--- src/rtl/hrbf_pkg.sv ---
// shared types, codes and the usage-to-ascii table for the hid report framer
package hrbf_pkg;

	// event kinds
	localparam logic [2:0] KIND_REPORT = 3'd0;
	localparam logic [2:0] KIND_TOGGLE = 3'd1;
	localparam logic [2:0] KIND_NAMING = 3'd2;
	localparam logic [2:0] KIND_PAIR   = 3'd3;
	localparam logic [2:0] KIND_DROP   = 3'd4;
	localparam logic [2:0] KIND_HOST   = 3'd5;
	localparam logic [2:0] KIND_LOST   = 3'd6;

	// send paths
	localparam logic [1:0] PATH_WIRELESS = 2'd0;
	localparam logic [1:0] PATH_WIRED    = 2'd1;
	localparam logic [1:0] PATH_NAME     = 2'd2;

	// back-end operations
	localparam logic [1:0] OP_REPORT = 2'd0;
	localparam logic [1:0] OP_NAME   = 2'd1;
	localparam logic [1:0] OP_PAIR   = 2'd2;
	localparam logic [1:0] OP_DROP   = 2'd3;

	// frame header bytes
	localparam logic [7:0] HDR_REPORT = 8'hA8;
	localparam logic [7:0] HDR_NAME   = 8'hA5;
	localparam logic [7:0] HDR_PAIR   = 8'hA6;
	localparam logic [7:0] HDR_DROP   = 8'hA7;

	// special key usages
	localparam logic [7:0] USE_ENTER = 8'h28;
	localparam logic [7:0] USE_ESC   = 8'h29;
	localparam logic [7:0] USE_BKSP  = 8'h2A;

	// one command between front and back
	typedef struct packed {
		logic [1:0]      op;
		logic [2:0]      len;
		logic [6:0][7:0] bytes;
	} cmd_t;

	localparam logic [7:0] SHIFT_DIGITS [10] = '{
		8'h21, 8'h40, 8'h23, 8'h24, 8'h25, 8'h5E, 8'h26, 8'h2A, 8'h28, 8'h29
	};
	localparam logic [7:0] SYM_PLAIN [13] = '{
		8'h20, 8'h2D, 8'h3D, 8'h5B, 8'h5D, 8'h5C, 8'h20, 8'h3B, 8'h27, 8'h60,
		8'h2C, 8'h2E, 8'h2F
	};
	localparam logic [7:0] SYM_SHIFT [13] = '{
		8'h20, 8'h5F, 8'h2B, 8'h7B, 8'h7D, 8'h7C, 8'h20, 8'h3A, 8'h22, 8'h7E,
		8'h3C, 8'h3E, 8'h3F
	};

	// hid usage to ascii, zero when the key has no mapping
	function automatic logic [7:0] usage_to_ascii(input logic [7:0] u, input logic shift);
		logic [7:0] res;
		logic [3:0] off;
		res = '0;
		off = '0;
		if (u >= 8'h04 && u <= 8'h1D) begin
			res = (shift ? 8'h41 : 8'h61) + (u - 8'h04);
		end else if (u >= 8'h1E && u <= 8'h27) begin
			off = 4'(u - 8'h1E);
			if (shift)
				res = SHIFT_DIGITS[off];
			else if (u == 8'h27)
				res = 8'h30;
			else
				res = 8'h31 + {4'h0, off};
		end else if (u >= 8'h2C && u <= 8'h38) begin
			off = 4'(u - 8'h2C);
			res = shift ? SYM_SHIFT[off] : SYM_PLAIN[off];
		end
		return res;
	endfunction

endpackage

--- src/rtl/hrbf_cmdq.sv ---
// two-entry command queue between the front and back ends
module hrbf_cmdq (
	input  logic          clk,
	input  logic          arst_n,
	input  logic          push,
	input  hrbf_pkg::cmd_t wr_cmd,
	output logic          space,
	output logic          q_valid,
	input  logic          pop,
	output hrbf_pkg::cmd_t rd_cmd
);
	import hrbf_pkg::*;

	cmd_t       ent_q [2];
	logic       wp_q;
	logic       rp_q;
	logic [1:0] cnt_q;

	assign space   = (cnt_q != 2'd2);
	assign q_valid = (cnt_q != 2'd0);
	assign rd_cmd  = ent_q[rp_q];

	// pointers and fill count
	always_ff @(posedge clk or negedge arst_n) begin
		if (!arst_n) begin
			wp_q  <= 1'b0;
			rp_q  <= 1'b0;
			cnt_q <= 2'd0;
		end else begin
			if (push)
				wp_q <= ~wp_q;
			if (pop)
				rp_q <= ~rp_q;
			if (push && !pop)
				cnt_q <= cnt_q + 2'd1;
			else if (pop && !push)
				cnt_q <= cnt_q - 2'd1;
		end
	end

	// entry storage
	always_ff @(posedge clk) begin
		if (push)
			ent_q[wp_q] <= wr_cmd;
	end

endmodule

--- src/rtl/hrbf_front.sv ---
// front end: takes events, keeps mode and name state, issues commands
module hrbf_front #(
	parameter int NAME_MAX = 19,
	parameter int IDX_W    = 5
) (
	input  logic             clk,
	input  logic             arst_n,
	input  logic             evt_valid,
	output logic             evt_ready,
	input  logic [2:0]       kind,
	input  logic [7:0]       modifiers,
	input  logic [7:0]       key_a,
	input  logic [7:0]       key_b,
	input  logic [7:0]       key_c,
	input  logic [7:0]       key_d,
	input  logic [7:0]       key_e,
	input  logic [7:0]       key_f,
	input  logic             cable_present,
	output logic             push,
	output hrbf_pkg::cmd_t   cmd,
	input  logic             space,
	input  logic             name_done,
	input  logic [IDX_W-1:0] rd_addr,
	output logic [7:0]       rd_byte
);
	import hrbf_pkg::*;

	localparam int FILL_W = $clog2(NAME_MAX + 1);

	logic [1:0]          path_q, path_d;
	logic [1:0]          prev_q, prev_d;
	logic [FILL_W-1:0]   fill_q, fill_d;
	logic [7:0]          pair_q, pair_d;
	logic                busy_q;
	logic [NAME_MAX-1:0] vld_q;
	logic [7:0]          name_mem [NAME_MAX];
	logic [7:0]          rd_data_q;
	logic                rd_vld_q;

	logic                acc;
	logic [6:0][7:0]     rep_bytes;
	logic [2:0]          rep_len;
	logic [7:0]          ascii;
	logic [7:0]          pair_inc;
	logic [FILL_W-1:0]   fill_inc;
	logic [FILL_W-1:0]   fill_bk;
	logic                leave;
	logic                commit;
	logic [FILL_W-1:0]   fill_new;
	logic                mem_we;
	logic                vld_set;
	logic                vld_clr;
	logic                vld_clr_all;
	logic [IDX_W-1:0]    wa;

	assign evt_ready = !busy_q && space;
	assign acc       = evt_valid && evt_ready;
	assign rep_bytes = {key_f, key_e, key_d, key_c, key_b, key_a, modifiers};
	assign ascii     = usage_to_ascii(key_a, |(modifiers & 8'h22));
	assign pair_inc  = pair_q + 8'd1;
	assign fill_inc  = fill_q + FILL_W'(1);
	assign fill_bk   = (fill_q != '0) ? fill_q - FILL_W'(1) : fill_q;

	// report length: one past the last nonzero byte
	always_comb begin
		rep_len = 3'd0;
		for (int i = 0; i < 7; i++) begin
			if (rep_bytes[i] != 8'h00)
				rep_len = 3'(i + 1);
		end
	end

	// event decode and next state
	always_comb begin
		path_d      = path_q;
		prev_d      = prev_q;
		fill_d      = fill_q;
		pair_d      = pair_q;
		push        = 1'b0;
		cmd.op      = OP_REPORT;
		cmd.len     = rep_len;
		cmd.bytes   = rep_bytes;
		mem_we      = 1'b0;
		vld_set     = 1'b0;
		vld_clr     = 1'b0;
		vld_clr_all = 1'b0;
		wa          = fill_q[IDX_W-1:0];
		leave       = 1'b0;
		commit      = 1'b0;
		fill_new    = fill_q;
		if (acc) begin
			case (kind)
				KIND_REPORT: begin
					pair_d = 8'd0;
					if (path_q == PATH_NAME) begin
						if (key_a == USE_ESC) begin
							leave = 1'b1;
						end else if (key_a == USE_ENTER) begin
							leave  = 1'b1;
							commit = 1'b1;
						end else if (key_a == USE_BKSP) begin
							fill_new = fill_bk;
							wa       = fill_bk[IDX_W-1:0];
							vld_clr  = 1'b1;
						end else if (ascii != 8'h00) begin
							mem_we   = 1'b1;
							vld_set  = 1'b1;
							fill_new = fill_inc;
							if (fill_inc >= FILL_W'(NAME_MAX)) begin
								leave  = 1'b1;
								commit = 1'b1;
							end
						end
						fill_d = fill_new;
						if (leave) begin
							if (commit && fill_new != '0) begin
								push   = 1'b1;
								cmd.op = OP_NAME;
							end
							path_d = prev_q;
							fill_d = '0;
						end
					end else if (path_q == PATH_WIRELESS) begin
						push = 1'b1;
					end
				end
				KIND_TOGGLE: begin
					prev_d = path_q;
					if (cable_present)
						path_d = (path_q == PATH_WIRED) ? PATH_WIRELESS : PATH_WIRED;
					else
						path_d = PATH_WIRELESS;
				end
				KIND_NAMING: begin
					prev_d      = path_q;
					path_d      = PATH_NAME;
					fill_d      = '0;
					vld_clr_all = 1'b1;
				end
				KIND_PAIR: begin
					pair_d = pair_inc;
					if (pair_inc == 8'd2) begin
						push   = 1'b1;
						cmd.op = OP_PAIR;
					end
				end
				KIND_DROP: begin
					push   = 1'b1;
					cmd.op = OP_DROP;
				end
				KIND_HOST: begin
					prev_d = path_q;
					path_d = PATH_WIRED;
				end
				KIND_LOST: begin
					prev_d = path_q;
					path_d = PATH_WIRELESS;
				end
				default: begin
				end
			endcase
		end
	end

	// control state
	always_ff @(posedge clk or negedge arst_n) begin
		if (!arst_n) begin
			path_q <= PATH_WIRELESS;
			prev_q <= PATH_WIRELESS;
			fill_q <= '0;
			pair_q <= 8'd0;
			busy_q <= 1'b0;
			vld_q  <= '0;
		end else begin
			path_q <= path_d;
			prev_q <= prev_d;
			fill_q <= fill_d;
			pair_q <= pair_d;
			if (push && cmd.op == OP_NAME)
				busy_q <= 1'b1;
			else if (name_done)
				busy_q <= 1'b0;
			if (vld_clr_all)
				vld_q <= '0;
			else if (vld_set)
				vld_q[wa] <= 1'b1;
			else if (vld_clr)
				vld_q[wa] <= 1'b0;
		end
	end

	// name memory, one write and one registered read
	always_ff @(posedge clk) begin
		if (mem_we)
			name_mem[wa] <= ascii;
		rd_data_q <= name_mem[rd_addr];
		rd_vld_q  <= vld_q[rd_addr];
	end

	assign rd_byte = rd_vld_q ? rd_data_q : 8'h00;

	a_done_needs_busy: assert property (@(posedge clk) disable iff (!arst_n)
		name_done |-> busy_q)
		else $error("name commit finished with none pending");

	a_fill_bound: assert property (@(posedge clk) disable iff (!arst_n)
		fill_q < FILL_W'(NAME_MAX))
		else $error("name fill beyond buffer");

	a_commit_holds: assert property (@(posedge clk) disable iff (!arst_n)
		(push && cmd.op == OP_NAME) |=> (busy_q && !evt_ready))
		else $error("events taken while a name commit is pending");

endmodule

--- src/rtl/hrbf_back.sv ---
// back end: turns queued commands into link bytes, one per cycle while tx_ready takes them
module hrbf_back #(
	parameter int NAME_MAX = 19,
	parameter int IDX_W    = 5
) (
	input  logic             clk,
	input  logic             arst_n,
	input  logic             q_valid,
	output logic             pop,
	input  hrbf_pkg::cmd_t   rd_cmd,
	output logic [IDX_W-1:0] rd_addr,
	input  logic [7:0]       rd_byte,
	output logic             name_done,
	output logic             tx_valid,
	input  logic             tx_ready,
	output logic [7:0]       uart_byte,
	output logic             frame_end
);
	import hrbf_pkg::*;

	localparam logic [1:0] S_IDLE = 2'd0;
	localparam logic [1:0] S_RPT  = 2'd1;
	localparam logic [1:0] S_NAME = 2'd2;
	localparam logic [1:0] S_ZERO = 2'd3;

	localparam logic [IDX_W-1:0] LAST_IDX = IDX_W'(NAME_MAX - 1);

	logic [1:0]       state_q, state_d;
	logic [IDX_W-1:0] ent_q, ent_d;
	logic [2:0]       idx_q, idx_d;
	cmd_t             cur_q;
	logic             ob_valid_q;
	logic [7:0]       ob_byte_q;
	logic             ob_end_q;

	logic             load;
	logic             emit;
	logic [7:0]       byte_d;
	logic             end_d;

	assign load      = !ob_valid_q || tx_ready;
	assign rd_addr   = ent_d;
	assign tx_valid  = ob_valid_q;
	assign uart_byte = ob_byte_q;
	assign frame_end = ob_end_q;

	// byte sequencer
	always_comb begin
		state_d   = state_q;
		ent_d     = ent_q;
		idx_d     = idx_q;
		pop       = 1'b0;
		emit      = 1'b0;
		byte_d    = 8'h00;
		end_d     = 1'b0;
		name_done = 1'b0;
		case (state_q)
			S_IDLE: begin
				ent_d = '0;
				idx_d = 3'd0;
				if (q_valid && load) begin
					pop  = 1'b1;
					emit = 1'b1;
					case (rd_cmd.op)
						OP_REPORT: begin
							byte_d = HDR_REPORT + {5'd0, rd_cmd.len};
							end_d  = (rd_cmd.len == 3'd0);
							if (rd_cmd.len != 3'd0)
								state_d = S_RPT;
						end
						OP_NAME: begin
							byte_d  = HDR_NAME;
							state_d = S_NAME;
						end
						OP_PAIR: begin
							byte_d = HDR_PAIR;
							end_d  = 1'b1;
						end
						default: begin
							byte_d = HDR_DROP;
							end_d  = 1'b1;
						end
					endcase
				end
			end
			S_RPT: begin
				if (load) begin
					emit   = 1'b1;
					byte_d = cur_q.bytes[idx_q];
					end_d  = (idx_q == cur_q.len - 3'd1);
					if (end_d)
						state_d = S_IDLE;
					else
						idx_d = idx_q + 3'd1;
				end
			end
			S_NAME: begin
				if (load) begin
					emit = 1'b1;
					if (rd_byte != 8'h00) begin
						byte_d = rd_byte;
						if (ent_q == LAST_IDX)
							state_d = S_ZERO;
						else
							ent_d = ent_q + IDX_W'(1);
					end else begin
						end_d     = 1'b1;
						state_d   = S_IDLE;
						name_done = 1'b1;
					end
				end
			end
			S_ZERO: begin
				if (load) begin
					emit      = 1'b1;
					end_d     = 1'b1;
					state_d   = S_IDLE;
					name_done = 1'b1;
				end
			end
			default: begin
				state_d = S_IDLE;
			end
		endcase
	end

	// sequencer state and output valid
	always_ff @(posedge clk or negedge arst_n) begin
		if (!arst_n) begin
			state_q    <= S_IDLE;
			ent_q      <= '0;
			idx_q      <= 3'd0;
			ob_valid_q <= 1'b0;
		end else begin
			state_q <= state_d;
			ent_q   <= ent_d;
			idx_q   <= idx_d;
			if (load)
				ob_valid_q <= emit;
		end
	end

	// current command and output byte
	always_ff @(posedge clk) begin
		if (pop)
			cur_q <= rd_cmd;
		if (emit) begin
			ob_byte_q <= byte_d;
			ob_end_q  <= end_d;
		end
	end

	a_rpt_bound: assert property (@(posedge clk) disable iff (!arst_n)
		(state_q == S_RPT) |-> (cur_q.len != 3'd0 && idx_q < cur_q.len))
		else $error("report byte index past its length");

	a_zero_after_full: assert property (@(posedge clk) disable iff (!arst_n)
		(state_q == S_ZERO) |-> (ent_q == LAST_IDX))
		else $error("name terminator before the buffer end");

	a_drain: assert property (@(posedge clk) disable iff (!arst_n)
		(state_q == S_IDLE && !q_valid && tx_valid && tx_ready) |=> !tx_valid)
		else $error("byte shown with no command behind it");

endmodule

--- src/rtl/hid_report_to_ble_uart_framer_core.sv ---
// top level of the hid report to wireless link byte framer
// an event's first byte is stored in the command queue, then in the output byte register
// the back end gives one byte per cycle while tx_ready takes them; a name frame is its header,
// the name bytes and a zero byte, a report its header and trimmed bytes, pair and drop a header
// the front takes one event per cycle while the two-entry queue has room; it holds off new
// events from a name commit until its last byte has been handed to the output register
// reset: arst_n clears mode, name fill, pairing count, name valid bits, queue and output
module hid_report_to_ble_uart_framer_core #(
	parameter int NAME_MAX = 19
) (
	input  logic       clk,
	input  logic       arst_n,
	input  logic       evt_valid,
	output logic       evt_ready,
	input  logic [2:0] kind,
	input  logic [7:0] modifiers,
	input  logic [7:0] key_a,
	input  logic [7:0] key_b,
	input  logic [7:0] key_c,
	input  logic [7:0] key_d,
	input  logic [7:0] key_e,
	input  logic [7:0] key_f,
	input  logic       cable_present,
	output logic       tx_valid,
	input  logic       tx_ready,
	output logic [7:0] uart_byte,
	output logic       frame_end
);
	import hrbf_pkg::*;

	localparam int IDX_W = (NAME_MAX > 1) ? $clog2(NAME_MAX) : 1;

	logic             push;
	cmd_t             wr_cmd;
	logic             space;
	logic             q_valid;
	logic             pop;
	cmd_t             rd_cmd;
	logic [IDX_W-1:0] rd_addr;
	logic [7:0]       rd_byte;
	logic             name_done;

	// event decode and name state
	hrbf_front #(
		.NAME_MAX (NAME_MAX),
		.IDX_W    (IDX_W)
	) u_front (
		.clk           (clk),
		.arst_n        (arst_n),
		.evt_valid     (evt_valid),
		.evt_ready     (evt_ready),
		.kind          (kind),
		.modifiers     (modifiers),
		.key_a         (key_a),
		.key_b         (key_b),
		.key_c         (key_c),
		.key_d         (key_d),
		.key_e         (key_e),
		.key_f         (key_f),
		.cable_present (cable_present),
		.push          (push),
		.cmd           (wr_cmd),
		.space         (space),
		.name_done     (name_done),
		.rd_addr       (rd_addr),
		.rd_byte       (rd_byte)
	);

	// command queue
	hrbf_cmdq u_cmdq (
		.clk     (clk),
		.arst_n  (arst_n),
		.push    (push),
		.wr_cmd  (wr_cmd),
		.space   (space),
		.q_valid (q_valid),
		.pop     (pop),
		.rd_cmd  (rd_cmd)
	);

	// byte emission
	hrbf_back #(
		.NAME_MAX (NAME_MAX),
		.IDX_W    (IDX_W)
	) u_back (
		.clk       (clk),
		.arst_n    (arst_n),
		.q_valid   (q_valid),
		.pop       (pop),
		.rd_cmd    (rd_cmd),
		.rd_addr   (rd_addr),
		.rd_byte   (rd_byte),
		.name_done (name_done),
		.tx_valid  (tx_valid),
		.tx_ready  (tx_ready),
		.uart_byte (uart_byte),
		.frame_end (frame_end)
	);

endmodule
--- config.mk ---
export PLATFORM = sky130hd
export DESIGN_NAME = hid_report_to_ble_uart_framer_core
export DESIGN_NICKNAME = d
export VERILOG_FILES = /design/src/rtl/hrbf_pkg.sv /design/src/rtl/hrbf_cmdq.sv /design/src/rtl/hrbf_front.sv /design/src/rtl/hrbf_back.sv /design/src/rtl/hid_report_to_ble_uart_framer_core.sv
export SDC_FILE = /design/constraint.sdc
export NUM_CORES = 1
export LEC_CHECK = 0
export BUFFER_PORTS_ARGS = -buffer_cell sky130_fd_sc_hd__buf_2
export CAP_MARGIN = 25
export CORE_UTILIZATION = 40
export DETAILED_ROUTE_END_ITERATION = 8
export GPL_ROUTABILITY_DRIVEN = 0
export HOLD_SLACK_MARGIN = 0.05
export PLACE_DENSITY = 0.61
export SLEW_MARGIN = 10
export SYNTH_ARGS = -nofsm -noshare
export SYNTH_HDL_FRONTEND = slang
export SYNTH_HIERARCHICAL = 1
export SYNTH_SLANG_ARGS = --single-unit
--- constraint.sdc ---
create_clock -name clk -period 7.2 [get_ports clk]
set_input_delay 1.08 -clock clk [delete_from_list [all_inputs] [get_ports clk]]
set_output_delay 1.08 -clock clk [all_outputs]
set_load 0.005 [all_outputs]
* Word-level counts from Yosys, hierarchy flattened
Memories as Yosys holds them, arrays and structs flattened. A register that Yosys moved wholly into a read port is not among the register bits.
Index checks and enable logic that the tools add are counted.
** Word-level totals
- Register bits :: 121
- Bits in writable memories :: 274
- ROM bits :: 384
- Input bits :: 64
- Output and inout bits :: 11
- Logic and storage cells :: 281
- Memories kept :: 5
** Memory list
- u_front.name_mem :: words 19, bits a word 8, rd ports 1, clocked after Yosys merged registers in 1, write ports 1, RTL line hrbf_front.sv:36 : logic [7:0] name_mem [NAME_MAX];
- (name not given) :: words 16, bits a word 8, rd ports 1, clocked after Yosys merged registers in 0, write ports 0, RTL line hrbf_pkg.sv:72 : res = shift ? SYM_SHIFT[off] : SYM_PLAIN[off];
- (name not given) :: words 16, bits a word 8, rd ports 1, clocked after Yosys merged registers in 0, write ports 0, RTL line hrbf_pkg.sv:72
- (name not given) :: words 16, bits a word 8, rd ports 1, clocked after Yosys merged registers in 0, write ports 0, RTL line hrbf_pkg.sv:65 : res = SHIFT_DIGITS[off];
- u_cmdq.ent_q :: words 2, bits a word 61, rd ports 1, clocked after Yosys merged registers in 0, write ports 1, RTL line hrbf_cmdq.sv:14 : cmd_t ent_q [2];
** Cells by class
- Add/subtract/negate cells :: 14
- Order comparisons :: 13
- Equal/unequal tests :: 33
- Mux-type cells :: 135
- Bitwise gates (word level) :: 7
- Reductions and logical operators :: 50
** Operators with widths (number)
- $mux 8 :: 18
- $mux 5 :: 19
- $reduce_bool 8->1 :: 9
- $mux 19 :: 3
- $mux 1 :: 51
- $pmux 8 s3 :: 2
- $mux 2 :: 19
- $eq 8x6->1 const B :: 4
- $bmux 8 s3 :: 1
- $pmux 5 s2 :: 2
- $and 19x19->19 :: 1
- $not 19->19 :: 1
- $or 19x19->19 :: 1
- $mux 3 :: 6
- $le 8x6->1 const B :: 2
- $pmux 8 s2 :: 1
- $ge 5x5->1 const B :: 3
- $reduce_bool 5->1 :: 3
- $ne 2x1->1 const B :: 7
- $lt 5x6->1 const B :: 2
- $reduce_bool 2->1 :: 6
- $logic_and 1x1->1 :: 11
- $add 5x1->5 const B :: 2
- $not 4->5 :: 2
- other kinds (52) :: 76

* Depth between registers and ports, before layout
Gate-level depths: netlist (run 1).
- Depth in word-level cells :: 28
- Depth in mapped cells :: 21
- Mapped depth without buffers :: 19

* By module
Netlist (run 1), hierarchy kept.
** Modules (own cells, without submodules)
- hrbf_front :: times used 1, cells each 896, area an instance 10764.1 um^2, sequential area each 5670.4 um^2
- hrbf_cmdq :: times used 1, cells each 206, area an instance 4892.2 um^2, sequential area each 3763.6 um^2
- hrbf_back :: times used 1, cells each 256, area an instance 3672.3 um^2, sequential area each 2317.2 um^2

* Least setup slack after synthesis (run 1)
OpenSTA, ideal clock, no wires.
- Kind :: input-to-reg
- Start :: input port modifiers[1]
- End :: memory u_cmdq/ent_q[0][0] in the netlist's numbering (enable)
- Setup time :: 0.487 ns
- Data arrival time :: 7.515 ns
- Required time :: 6.713 ns
- Setup slack :: -0.803 ns
- Stages on the path :: 18
- Path buffers :: 2
- Cell sequence :: nor2_4 -> inv_1 -> clkbuf_1 -> ha_1 -> inv_1 -> ha_1 -> o21a_1 -> o31ai_1 -> a211oi_1 -> nor3_1 -> o22ai_1 -> nor4_4 -> buf_4 -> a21o_2 -> xnor2_1 -> nor3_2 -> o41ai_2 -> nor2b_1
** On the way
- Word-level cells in the longest chain between the ends :: 22
- Elaborated cells on any way between the ends :: 36
- Classes of those cells :: 1 x add/sub; 31 x mux; 4 x reduce/logical
** RTL lines
- start: declaration :: RTL line hid_report_to_ble_uart_framer_core.sv:16 : input logic [7:0] modifiers,
- $reduce_or 2->1 (*) :: RTL line hrbf_front.sv:59 : assign ascii = usage_to_ascii(key_a, |(modifiers & 8'h22));
- branches (longest 3 deep; another with $add 8x8->8)
- $mux 8 (*) :: RTL line hrbf_pkg.sv:60 : if (u >= 8'h04 && u <= 8'h1D) begin
- via u_front.ascii[7] :: RTL line hrbf_front.sv:43 : logic [7:0] ascii;
- $reduce_bool 8->1 (*) :: RTL line hrbf_front.sv:105 : end else if (ascii != 8'h00) begin
- $mux 5 :: RTL line hrbf_front.sv:105
- $mux 5 :: RTL line hrbf_front.sv:101 : end else if (key_a == USE_BKSP) begin
- $mux 5 :: RTL line hrbf_front.sv:98 : end else if (key_a == USE_ENTER) begin
- [6 not listed]
- $mux 1 :: RTL line hrbf_front.sv:116 : if (commit && fill_new != '0) begin
- $mux 1 (*) :: RTL line hrbf_front.sv:115 : if (leave) begin
- $mux 1 (*) :: RTL line hrbf_front.sv:95 : if (path_q == PATH_NAME) begin
- $pmux 1 s3 (*) :: RTL line hrbf_front.sv:92 : case (kind)
- $mux 1 (*) :: RTL line hrbf_front.sv:91 : if (acc) begin
- via push :: RTL line hid_report_to_ble_uart_framer_core.sv:33 : logic push;
- $mux 1 (*) :: RTL line hrbf_cmdq.sv:43 : if (push)
- $mux 1 (not written as such) (*) :: RTL line hrbf_cmdq.sv:44 : ent_q[wp_q] <= wr_cmd;
- end: declaration :: RTL line hrbf_cmdq.sv:14
Mark *: on every way through the listed nets, which the timed path passes. The select of a mux whose other input is x is not followed.

* Worst setup path after layout (run 1)
- Start :: input port key_a[2]
- End :: memory u_cmdq/ent_q[0][53] in the netlist's numbering (enable)
** On the way
- Word-level cells in the longest chain between the ends :: 26
- Elaborated cells on any way between the ends :: 63
- Classes of those cells :: 5 x add/sub; 6 x order compare; 4 x eq/ne; 37 x mux; 2 x bitwise; 6 x reduce/logical; 3 x memory
** RTL lines
- start: declaration :: RTL line hid_report_to_ble_uart_framer_core.sv:17 : input logic [7:0] key_a,
- $sub 4x4->4 :: RTL line hrbf_pkg.sv:71 : off = 4'(u - 8'h2C);
- $not 4->5 (not written as such) :: RTL line hrbf_pkg.sv:72
- $mem_v2 16x8
- $mux 8 (not written as such) (2 in series) :: RTL line hrbf_pkg.sv:72
- $mux 8 :: RTL line hrbf_pkg.sv:72
- $mux 8 :: RTL line hrbf_pkg.sv:70 : end else if (u >= 8'h2C && u <= 8'h38) begin
- $mux 8 :: RTL line hrbf_pkg.sv:62 : end else if (u >= 8'h1E && u <= 8'h27) begin
- $mux 8 :: RTL line hrbf_pkg.sv:60
- [10 not listed]
- $mux 1 :: RTL line hrbf_front.sv:116
- $mux 1 (*) :: RTL line hrbf_front.sv:115
- $mux 1 (*) :: RTL line hrbf_front.sv:95
- $pmux 1 s3 (*) :: RTL line hrbf_front.sv:92
- $mux 1 (*) :: RTL line hrbf_front.sv:91
- via push :: RTL line hid_report_to_ble_uart_framer_core.sv:33
- $mux 1 (*) :: RTL line hrbf_cmdq.sv:43
- $mux 1 (not written as such) (*) :: RTL line hrbf_cmdq.sv:44
The timed path passes the listed nets; every way through them passes the cells marked *. The select of a mux whose other input is x is not followed.

==> results.py, run 1 <==
metrics = {
    "run_status": {
        "outcome": "completed",
    },
    "die": {
        "die_area_mm2": 0.0492,
        "die_w_um": 222,
        "initial_core_util_pct": 40.5,
        "pin_count": 75,
        "std_cell_rows": 80,
        "core-area_mm2": 0.0477,
        "die_h_um": 222,
    },
    "min_path": {
        "hp-class": "reg -> reg",
        "holdCritStartpoint": "u_cmdq/cnt_q[1]",
    },
    "synth": {
        "synth_fp_nets": 1459,
        "synth_edf_count": 342,
        "async_reset_ff_share_pct": 12.9,
        "yosysWarnings": 6,
        "synth-xor-area-share_pct": 1.03,
        "synth.area.top_cells": "edfxtp_1, dfrtp_1, mux4_2",
        "postSynthAreaPerCell_um2": 14.2,
        "ys_ff_latch": 403,
        "ys_types": 95,
        "yosys.area_share.simple_pct": 8.42,
        "yosysMostFrequentCell": "edfxtp_1",
        "synthFlopType": "edfxtp_1",
        "yosysTopAreaCellShare_pct": 53.1,
        "synthCells": 1358,
        "synth_fa_ha_area_share_pct": 2.40,
        "syn-cell-area_mm2": 0.0193,
        "synth-compound-area-share_pct": 9.59,
        "yosysSeqAreaShare_pct": 60.8,
        "netlist_top_cells_count": "edfxtp_1, nand2_1, nor2_1",
        "synth_top_family_by_area": "multiplexers",
        "muxShareOfSynthArea_pct": 12.9,
        "yosysTopAreaCell": "edfxtp_1",
    },
    "sta": {
        "fmax_mhz": 174,
        "setup_viol": 0,
        "worst_hold_slack_ps": 489,
        "maxSlewViolCount": 0,
        "grt_setup_unrepaired": "no",
        "hold_violations": 0,
        "tns_ps": 0,
        "post-route-period-util_pct": 79.9,
        "finClkSkew_ps": 14.3,
        "slew_headroom_pct": 29.6,
        "period_needed_ps": 5750,
        "worst_slew_pin_slew_ps": 1050,
    },
    "placed_design": {
        "port_buffers": 74,
        "dp_hpwl_um": 27000,
    },
    "clocking": {
        "ctsResizeCount": 0,
        "clk_latency_ps": 560,
        "clk_pin_slew_ps": 60,
        "cts_made_buffers": 42,
        "clkSinkCount": 403,
        "ctsLongestPathBuffers": 3,
        "cts_tree": "yes",
        "root_buffer": "clkbuf_16",
        "cts_hold_buf": 0,
        "post_cts_buffers": 0,
        "h-tree-depth": 2,
    },
    "drt": {
        "via_per_inst": 5.58,
        "dr.pass1.iters": 5,
        "post_drt_wl_per_cell_um": 20.5,
        "first_iter_violations": 858,
        "routed_wl_um": 41400,
        "drtAntennaViolNets": 0,
        "vias": 11261,
        "drc": 0,
    },
    "worst_setup_path": {
        "rrSetupSlack_ps": 2750,
        "end_kind": "register",
        "worstPathArrival_ps": 5960,
        "cp_max_fo": 61,
        "cp_data_required_time_ps": 7410,
        "crit_type": "in -> reg",
        "r2r_start": "u_cmdq/cnt_q[0]",
        "cp-startpoint": "key_a[2]",
        "crit_path_start_kind": "primary input",
    },
    "grt": {
        "grt_pass1_wl_um": 64600,
        "overflow": 0,
        "grt_start_max_net_pins": 62,
        "grt_pass1_vias": 11051,
        "antenna_found_initial": 1,
        "grt_use_total_pct": 17.0,
    },
    "final_layout": {
        "fin_nets": 1473,
        "fillCellCount": 4172,
        "area_delta_synth_final_pct": 9.94,
        "final_layout_size_suffix_gt1_share_pct": 22.5,
    },
    "power": {
        "cellLeakagePower_nw": 7.39,
        "power_density_mw_per_mm2": 308,
        "ir_worst_vdd_mv": 0.224,
    },
    "run": {
        "drv_cap": 0,
    },
}
kinds of logic (layout without fill, tap and decap cells):
| group | after synthesis | count (layout) |
|---|---|---|
| flip-flops | 403 | 403 |
| buffers and inverters | 161 | 205 |
| XOR/XNOR | 20 | 20 |
| multiplexers | 155 | 155 |
| AND/OR/NAND/NOR | 318 | 318 |
| adder cells (fa/ha/maj) | 37 | 37 |
| other | 0 | 1 |
| AO/OA/AOI/OAI | 264 | 264 |
metal layers:
layer  routed length, µm  GRT usage (%)  vias up
met1               18900           24.1     5645
li1                    -              -     5230
met4                 945           5.56        0
met2               19300           26.7      316
met3                2220           2.72       70
met5                   0              0        -
area by class of cell:
| class | instances | area (µm²) | share of cell area [%] |
|---|---|---|---|
| clock buffer | 55 | 1160 | 5.48 |
| timing repair buffer | 96 | 561 | 2.64 |
| clock inverter | 19 | 185 | 0.871 |
| antenna | 1 | 2.50 | 0.0118 |
| inverter | 35 | 131 | 0.618 |
| sequential | 403 | 11800 | 55.3 |
| multi-input combinational | 794 | 6680 | 31.4 |
| tap | 615 | 769 | 3.62 |
cells in the final DEF, fill, tap and decap left out, types with 9 or more instances in the layout:
master     synthesis  final
or4_1              9      9
a21oi_1           32     32
xnor2_1            9      9
nor3_1            21     21
nand2b_1          12     12
dfrtp_1           52     51
buf_4             59     20
ha_1              37     37
clkbuf_16          0     45
o22ai_1           10     10
a211oi_1          12     11
mux2_4            59     59
clkinv_1           0     10
o21ai_0           69     69
xor2_1             9      9
dfxtp_1            9      9
nor4_1            13     13
edfxtp_1         342    342
mux2_2            17     17
nor2b_1           16     15
nand2_1           82     82
nor2_1            81     80
buf_2             11     74
o31ai_1           11     11
a31oi_1           11     11
clkbuf_1          42     10
nand3_1           33     33
and2_1            12     11
inv_1             35     34
mux2i_1           23     23
o211ai_1          28     28
mux4_2            49     49
path summary, 6_finish.rpt:
check | endpoint | cells past startpoint
max | u_cmdq/ent_q[0][53] | 15
min | u_cmdq/cnt_q[1] | 1
max reg2reg | u_front/name_mem[2][3] | 9
min reg2reg | u_cmdq/cnt_q[1] | 1
max in group asynchronous | u_cmdq/rp_q | 2
min in group asynchronous | u_front/busy_q | 2
power breakdown:
group	leakage, nW	internal, mW	total, mW	switching (mW)
Clock	0.654	1.28	2.14	0.862
Sequential	3.90	2.80	2.98	0.180
Combinational	2.84	0.635	1.43	0.790
flip-flops by register name, summed over array words and instances (netlist names):
signal             cells
u_back/cur_q          59
u_back/ent_q           5
u_back/frame_end       1
u_back/idx_q           3
u_back/state_q         2
u_back/tx_valid        1
u_back/uart_byte       8
u_cmdq/cnt_q           2
u_cmdq/ent_q         122
u_cmdq/rp_q            1
u_cmdq/wp_q            1
u_front/busy_q         1
u_front/fill_q         5
u_front/name_mem     152
u_front/pair_q         8
u_front/path_q         2
u_front/prev_q         2
u_front/rd_data_q      8
u_front/rd_vld_q       1
u_front/vld_q         19
worst max-delay path, stage by stage:
cell       delay (ps)
buf_2             330
inv_1             270
ha_1              590
nor3b_1           490
o2bb2ai_1         170
a211oi_1           90
a211oi_1          310
a2bb2o_2          340
nor4_4            550
a21o_2            240
xnor2_1           130
nor3_2             80
o41ai_2           630
nor2b_4           280
buf_12            330
per-stage QoR:
stage	cells	setup WS [ps]	cell area (µm²)	power (mW)	utilization, %
after CTS	2015	1520	21200	6.60	44.5
after detailed placement	1941	946	19900	4.45	41.6
after floorplan	1358	345	19300	4.13	-
after global placement	1941	1040	19900	4.43	41.6
after global routing	2018	1060	21300	6.82	44.5
final	2018	1450	21300	6.54	44.5
Power figures use the tool's default switching activity.
==> run 2: changes to the inputs <==
==> constraint.sdc (replaced) <==
create_clock -name clk -period 5.8 [get_ports clk]
set_input_delay 0.87 -clock clk [delete_from_list [all_inputs] [get_ports clk]]
set_output_delay 0.87 -clock clk [all_outputs]
set_load 0.005 [all_outputs]
==> run 2 against run 1 <==
Effect of this change: clock skew is essentially flat; combinational power up 23%; sequential power grew 25%; count of clock-buffer cells in the layout shrank 3; critical path depth unchanged; clock power rose by 29%; core utilization is 0.49 points higher; hold slack got worse by 47 ps; sequential cell count did not move; die area unchanged; non-clock buffer count up 14; power up 26%.
==> results.py, run 2 (synthesis results as in run 1) <==
metrics = {
    "power": {
        "power.switching_mw": 2.32,
        "cellLeakagePower_nw": 7.52,
        "p_comb_share_pct": 21.3,
        "report.power.total_mw": 8.25,
        "ir_worst_vdd_mv": 0.269,
        "cell_internal_pwr_mw": 5.92,
        "seqPwrFrac_pct": 45.1,
        "power_density_mw_per_mm2": 384,
        "netSwitchingFraction_pct": 28.1,
        "clockPowerShare_pct": 33.6,
    },
    "clocking": {
        "post_cts_buffers": 0,
        "root_buffer": "clkbuf_16",
        "clk_latency_ps": 560,
        "cts_hold_buf": 0,
        "ctsLongestPathBuffers": 3,
        "clkSinkCount": 403,
        "clk_pin_slew_ps": 60,
        "cts_made_buffers": 43,
        "h-tree-depth": 2,
        "cts_tree": "yes",
        "ctsResizeCount": 0,
    },
    "sta": {
        "post-route-period-util_pct": 85.8,
        "tns_ps": 0,
        "setup_viol": 0,
        "period_needed_ps": 4980,
        "fmax_mhz": 201,
        "hold_violations": 0,
        "maxSlewViolCount": 0,
        "worst_slew_pin_slew_ps": 1000,
        "finClkSkew_ps": 14.6,
        "grt_setup_unrepaired": "no",
        "slew_headroom_pct": 33.2,
    },
    "die": {
        "die_area_mm2": 0.0492,
        "die_w_um": 222,
        "die_h_um": 222,
        "std_cell_rows": 80,
        "core-area_mm2": 0.0477,
        "initial_core_util_pct": 40.5,
        "pin_count": 75,
    },
    "drt": {
        "first_iter_violations": 1146,
        "dr.pass1.iters": 5,
        "via_per_inst": 5.65,
        "post_drt_wl_per_cell_um": 20.5,
        "routed_wl_um": 41800,
        "drtAntennaViolNets": 0,
        "drc": 0,
        "vias": 11505,
    },
    "run": {
        "drv_cap": 0,
    },
    "worst_setup_path": {
        "r2r_start": "u_front/fill_q[0]",
        "r2r-end": "u_cmdq/ent_q[0][54]",
        "r2r_cells": 12,
        "end_kind": "register",
        "rrSetupSlack_ps": 1600,
        "worstPathArrival_ps": 5230,
        "crit_type": "in -> reg",
        "cp_data_required_time_ps": 6060,
        "cp_max_fo": 31,
        "crit_path_start_kind": "primary input",
    },
    "min_path": {
        "hp-class": "in -> async",
    },
    "final_layout": {
        "regArea_mm2": 0.0118,
        "largest_reg_flops": 152,
        "largest_register": "u_front/name_mem",
        "fin_nets": 1488,
        "largest_registers": "u_front/name_mem (152), u_cmdq/ent_q (122), u_back/cur_q (59)",
        "final_layout_size_suffix_gt1_share_pct": 23.7,
        "antenna_cells": 0,
        "multiInputGateArea_mm2": 0.00669,
        "fin_cells": 2037,
        "final_common_cell": "edfxtp_1",
        "fillCellCount": 4126,
        "area_delta_synth_final_pct": 11.2,
        "mostFrequentLayoutCells": "edfxtp_1, nand2_1, nor2_1",
    },
    "grt": {
        "antenna_found_initial": 0,
        "overflow": 0,
        "grt_start_max_net_pins": 61,
        "grt_pass1_vias": 10988,
        "grt_use_total_pct": 17.0,
        "grt_pass1_wl_um": 64800,
    },
    "placed_design": {
        "dpl.cell_count": 1955,
        "port_buffers": 74,
        "dp_hpwl_um": 27700,
    },
    "run_status": {
        "outcome": "completed",
    },
}
run 2: per-layer routing:
| layer | share of wire [%] | GRT usage [%] | up-vias |
|---|---|---|---|
| met3 | 5.6 | 2.97 | 67 |
| met4 | 2.2 | 4.64 | 0 |
| li1 | - | - | 5279 |
| met1 | 46 | 24.4 | 5806 |
| met5 | 0 | 0 | - |
| met2 | 46 | 26.6 | 353 |
run 2: per-stage QoR:
stage | util [%] | setup WS (ps) | hold WS [ps] | cell area, µm²
2_1_floorplan | - | 170 | 456 | 19300
3_3_place_gp | 41.9 | 416 | 474 | 20000
3_5_place_dp | 41.9 | 269 | 489 | 20000
4_1_cts | 45.0 | 855 | 466 | 21500
5_1_grt | 45.0 | 581 | 483 | 21500
6_report | 45.0 | 823 | 443 | 21500
run 2: cell type report:
cell class,instances,area share [%]
sequential,403,54.7
clock inverter,28,1.42
tap,615,3.58
inverter,35,0.611
clock buffer,52,5.26
timing repair buffer,110,3.29
multi-input combinational,794,31.1
run 2: critical path: stages:
cell	delay [ps]
buf_2	170
inv_1	180
ha_1	420
nand2b_1	170
o311ai_0	410
a221oi_1	200
a211oi_1	460
o22ai_1	210
nor4_4	530
a21o_2	250
xnor2_1	140
nor3_2	80
o41ai_2	580
nor2b_4	310
buf_12	220
run 2: power groups by stage:
stage	Clock (mW)	Sequential, mW	Combinational (mW)
floorplan	0	3.61	1.51
global placement	0	3.77	1.73
detailed placement	0	3.78	1.75
CTS	2.84	3.72	1.76
global route	2.94	3.75	1.90
finish	2.77	3.72	1.76
run 2: worst max-delay path by stage:
| stage | slack (ps) | to | from |
|---|---|---|---|
| after floorplan | 170 | u_cmdq/ent_q[0][0] | modifiers[1] |
| after global placement | 420 | u_cmdq/ent_q[0][51] | key_a[0] |
| after detailed placement | 270 | u_cmdq/ent_q[0][38] | key_a[1] |
| after CTS | 860 | u_cmdq/ent_q[0][46] | key_a[1] |
| after global routing | 580 | u_cmdq/ent_q[0][38] | key_a[1] |
| final | 820 | u_cmdq/ent_q[0][54] | key_a[1] |
